<file path="config.mk">
export PLATFORM = sky130hd
export DESIGN_NAME = inc_sqrt
export DESIGN_NICKNAME = d
export VERILOG_FILES = /design/src/sv/inc_pkg.sv /design/src/sv/inc_sqrt.sv
export SDC_FILE = /design/constraint.sdc
export NUM_CORES = 2
export LEC_CHECK = 0
export BUFFER_PORTS_ARGS = -buffer_cell sky130_fd_sc_hd__buf_2
export CORE_MARGIN = 2
export CORE_UTILIZATION = 42
export DETAILED_ROUTE_END_ITERATION = 7
export GPL_TIMING_DRIVEN = 0
export PLACE_DENSITY_LB_ADDON = 0.2
export SYNTH_ARGS = -nofsm -noshare
export SYNTH_HDL_FRONTEND = slang
export SYNTH_SLANG_ARGS = --single-unit
</file>
<file path="constraint.sdc">
create_clock -name aclk -period 2.9 [get_ports aclk]
set_input_delay 0.87 -clock aclk [delete_from_list [all_inputs] [get_ports aclk]]
set_output_delay 0.87 -clock aclk [all_outputs]
set_load 0.02 [all_outputs]
</file>
<file path="src/sv/inc_pkg.sv">
// shared types and constants of the inverse normal cdf pipeline
`timescale 1ns / 1ps

package inc_pkg;

    // input probability width, bits above it are ignored
    localparam int PROB_BITS = 32;

    // fixed-point widths along the datapath
    localparam int LOG_FRAC = 28;
    localparam int U_W      = 34;
    localparam int U_LO_W   = 17;
    localparam int S_W      = 54;
    localparam int T_W      = 27;
    localparam int ROOT_REM = 28;
    localparam int H_W      = 32;
    localparam int QUOT_W   = 28;
    localparam int Z_W      = 29;
    localparam int MAG_W    = 28;
    localparam int RND_W    = 37;

    // 2 ln 2 in Q.30
    localparam logic [30:0] TWO_LN2_Q30 = 31'd1488522236;

    // rational approximation coefficients in Q.24
    localparam logic [H_W-1:0] NUM_C0 = 32'd42203372;
    localparam logic [H_W-1:0] NUM_C1 = 32'd13469638;
    localparam logic [H_W-1:0] NUM_C2 = 32'd173275;
    localparam logic [H_W-1:0] DEN_D0 = 32'd24038194;
    localparam logic [H_W-1:0] DEN_D1 = 32'd3175407;
    localparam logic [H_W-1:0] DEN_D2 = 32'd21945;
    localparam logic [H_W-1:0] ONE_Q24 = 32'd16777216;

    // configuration register indexes
    typedef enum logic [0:0] {
        REG_MEAN = 1'b0,
        REG_STD  = 1'b1
    } cfg_reg_t;

    // per-transaction flags that travel beside the data
    typedef struct packed {
        logic zero;
        logic lower;
    } side_t;

endpackage

</file>
<file path="src/sv/inc_sqrt.sv">
// pipelined integer square root, one result bit per stage
`timescale 1ns / 1ps

module inc_sqrt (
    input  logic                     aclk,
    input  logic                     aresetn,
    input  logic                     en,
    input  logic                     in_valid,
    input  inc_pkg::side_t           in_side,
    input  logic [inc_pkg::S_W-1:0]  in_s,
    output logic                     out_valid,
    output inc_pkg::side_t           out_side,
    output logic [inc_pkg::T_W-1:0]  out_t
);

    localparam int N  = inc_pkg::T_W;
    localparam int RW = inc_pkg::ROOT_REM;

    logic [inc_pkg::S_W-1:0] s_reg    [0:N-1];
    logic [N-1:0]            root_reg [0:N-1];
    logic [RW-1:0]           rem_reg  [0:N-1];
    logic                    v_reg    [0:N-1];
    inc_pkg::side_t          side_reg [0:N-1];

    for (genvar j = 0; j < N; j++) begin : g_root
        logic [inc_pkg::S_W-1:0] s_prev;
        logic [N-1:0]            root_prev;
        logic [RW-1:0]           rem_prev;
        logic                    v_prev;
        inc_pkg::side_t          side_prev;
        logic [RW+1:0]           cur;
        logic [RW+1:0]           trial;
        logic                    ge;

        if (j == 0) begin : g_first
            assign s_prev    = in_s;
            assign root_prev = '0;
            assign rem_prev  = '0;
            assign v_prev    = in_valid;
            assign side_prev = in_side;
        end else begin : g_next
            assign s_prev    = s_reg[j-1];
            assign root_prev = root_reg[j-1];
            assign rem_prev  = rem_reg[j-1];
            assign v_prev    = v_reg[j-1];
            assign side_prev = side_reg[j-1];
        end

        // bring down two radicand bits and try root*4+1
        assign cur   = {rem_prev, s_prev[inc_pkg::S_W-1-2*j -: 2]};
        assign trial = (RW+2)'({root_prev, 2'b01});
        assign ge    = cur >= trial;

        always_ff @(posedge aclk) begin
            if (!aresetn) begin
                v_reg[j] <= 1'b0;
            end else if (en) begin
                v_reg[j] <= v_prev;
            end
        end

        always_ff @(posedge aclk) begin
            if (en) begin
                s_reg[j]    <= s_prev;
                root_reg[j] <= {root_prev[N-2:0], ge};
                rem_reg[j]  <= RW'(ge ? cur - trial : cur);
                side_reg[j] <= side_prev;
            end
        end
    end

    assign out_valid = v_reg[N-1];
    assign out_side  = side_reg[N-1];
    assign out_t     = root_reg[N-1];

endmodule

</file>
==> impl_results.md <==
- Status: complete, but fails checks
- Violated checks: setup timing
- Hold Startpoint: in_side[0]
- Max reg flops: 702
- Final worst slack: -0.233 ns
- Avg Inst Size Synth: about 13 um^2
- Final slew viol count: 0
- Dpl hpwl: about 120000 um
- R2r startpoint: rem_reg[12][17]
- Layout Utilization: 0.532
- Overall routed net length: 183000 um
- DR vias: 52300
- Final worst path period need: approximately 3.1 ns
- GRT Util Overall: 0.170
- Clock sinks: 1851
- Achievable Freq: 0.319 GHz
- CP required: 3.46 ns
- Layout cell share with drive strength beyond 1: 0.265
- Clk slew on worst S/H paths: 0.06 ns
- Initial Utilization: 0.421
- Die X: ~450 um
- Worst skew pair latency: roughly 0.8 ns
- Critical Path End Type: flop
- CTS buffer count: between 150 and 200
- I/O Buffers: 89
- Drt wl/cell: 18.2 um
- DR iter-0 viols: around 3600
- Final instance area: around 110000 um^2
- # IOs: 90
- Max_cap viols: 0
- CTS root buffer: clkbuf_16
- CP max stage cell: or4_4
- IR drop worst, VDD: ~600 uV
- Die Area: ~210000 um^2
- Clk buf depth: 3
- Critical path origin: rem_reg[12][17]
- Post-Syn Instances: between 6000 and 7000
- DR pass1 iterations: 5
- Post-synth EDFFs: approximately 1900
- Met2 WL post-DR: ~92000 um
- P_leak: around 40 nW
- PD cells: roughly 740 nW/um^2
- CP peak stage delay: ~0.55 ns
- Row cnt: between 150 and 200
- Vias per cell: 5.19
- Most common cell after layout, fill and taps aside: edfxtp_1
- Fin cells: approximately 10000
- Synth warn: 0
- Worst Path Arrival: 3.69 ns
- CTS tree: done
- Post-synth top flop: edfxtp_1
- Worst-margin pin slew: about 1.0 ns
- Overflow after GRT: 0
- Largest net degree at the start of global routing: about 180
- # placed instances: between 9000 and 10000
- Kind of critical path: flop to flop
- RePlAce Congestion: roughly 0.90
- RSZ-0062 raised after global routing: yes
- Initial antenna violation count: 3
- Synthesis-to-layout area growth: 26.2%
- Crit share post-route: 1.08
- Vias in the first global route: slightly above 50000
- Post-synth cell types: 96
- CP Launch Type: flop
- CP max FO: 5
- Final setup violation count: ~220
- Asr flop ratio synth: 0
- Skew final: ~0.061 ns
- Cell Area, Synth: 84900 um^2
- M1 wire length: 79000 um
- Endpoints failing hold: 0
- Most frequent cells in the layout: 1850 x edfxtp_1, 459 x inv_1, 432 x buf_4
- Final ANT Viol Nets: 0
- Post-synthesis sequential area ratio: 0.654
- First-pass GRT wire length: ~280000 um
- Final Total Pwr: 0.0792 W
- Worst path cell trace: or4_4, or3_4, or4_4, nor3_4, nand2_1, or2_4, buf_4, buf_6, mux2_2
- Synthesized Nets: 6910
- H-Tree Level Count: 4
- Uppermost layer routed: met5
- WL met3: between 6000 and 7000 um
- Placed cell areas: approximately 89000 um^2
- Hold WC Path Type: primary input to flop
- Slew headroom: 0.331
- Hold slack final: between 0.2 and 0.25 ns
- Final routed DRC violation total: 0
- Area of the core: between 200000 and 250000 um^2
- Total of flip-flops plus latches after synthesis: between 1500 and 2000
- Die height: about 450 um
- CP dominant cell by count: or4_4
- Nets: between 7000 and 8000
==> critical path: cells and delay by family, from the launching register on <==
kind	cells	cell delay, ns
buf+inv	2	0.30
flops	1	0.39
mux	1	0.28
simple gates	6	1.89
==> cell type report <==
| class | count | area [um^2] |
|---|---|---|
| Fill cell | 16700 | 94300 |
| Clock inverter | 132 | 1400 |
| Buffer | 85 | 1060 |
| Timing Repair Buffer | 629 | 5630 |
| Tap cell | 2672 | 3340 |
| Inverter | 501 | 1920 |
| Sequential cell | 1851 | 55600 |
| Antenna cell | 1 | 2.50 |
| Clock buffer | 239 | 5150 |
| Multi-Input combinational cell | 3976 | 33100 |
==> timing repair <==
item / CTS / global route
pin swaps: 238 / 293
cloned: 19 / 18
endpoints found under the hold margin: 0 / 0
hold buffers: 0 / 0
resized for setup: 963 / 696
setup endpoints to repair: 877 / 940
buffers inserted: 320 / 192
==> report_power, final <==
part	internal, W	switching, W	total [W]
logic	0.00864	0.00964	0.0183
clock network	0.0148	0.0104	0.0253
registers	0.0336	0.00211	0.0357
total	0.0570	0.0222	0.0792
==> routing by layer <==
metal,vias to the layer above,GRT usage
met5,-,0
met4,2,0.0576
met3,339,0.0258
met2,941,0.293
met1,25600,0.218
li1,25500,-
==> cell usage after synthesis (28+ instances only) <==
library cell / count / area (um^2)
a211oi_1: 40 / 300
a21o_1: 157 / 1180
a21oi_1: 366 / 1830
a31oi_1: 36 / 225
and3_1: 63 / 394
clkbuf_1: 86 / 323
edfxtp_1: 1850 / 55600
ha_1: 407 / 5090
inv_1: 499 / 1870
mux2_2: 46 / 518
nand2_1: 496 / 1860
nand2b_1: 98 / 613
nand3_1: 96 / 480
nand3b_1: 28 / 210
nand4_1: 50 / 313
nor2_1: 343 / 1290
nor2b_1: 65 / 407
nor3_1: 135 / 676
nor4_1: 71 / 444
o21a_1: 57 / 428
o21ai_0: 372 / 1860
o31ai_1: 40 / 300
or2_2: 28 / 175
or3_1: 61 / 382
xnor2_1: 295 / 2580
xor2_1: 268 / 2350
==> path summary, 6_finish.rpt <==
path / end / slack (ns) / cells past startpoint
max: rem_reg[13][7] / -0.23 / 9
max reg2reg: rem_reg[13][7] / -0.23 / 9
min reg2reg: s_reg[6][17] / 0.37 / 0
min: side_reg[0][0] / 0.22 / 1
==> cell families (layout without fill, tap and decap cells) <==
| group | after synthesis | after routing | share of synthesized area |
|---|---|---|---|
| DFF | 1851 | 1851 | 0.654 |
| and+or+nand+nor | 1666 | 1667 | 0.0989 |
| AOI/OAI and AO/OA | 1278 | 1278 | 0.0931 |
| buffers and inverters | 617 | 1586 | 0.0278 |
| xor gates and xnor gates | 563 | 563 | 0.0581 |
| adders and majority gates | 407 | 407 | 0.0600 |
| muxes | 60 | 60 | 0.00775 |
| other | 1 | 2 | 0.0000442 |
==> stage by stage <==
step	setup WS [ns]	setup TNS, ns
final	-0.233	-15.88
after global routing	-0.337	-40.58
after CTS	-0.265	-15.93
after detailed placement	-2.54	-1079.53
after global placement	-28.36	-
after floorplan	-0.0565	-0.236
Note: power is estimated with default switching activity, not from simulation.
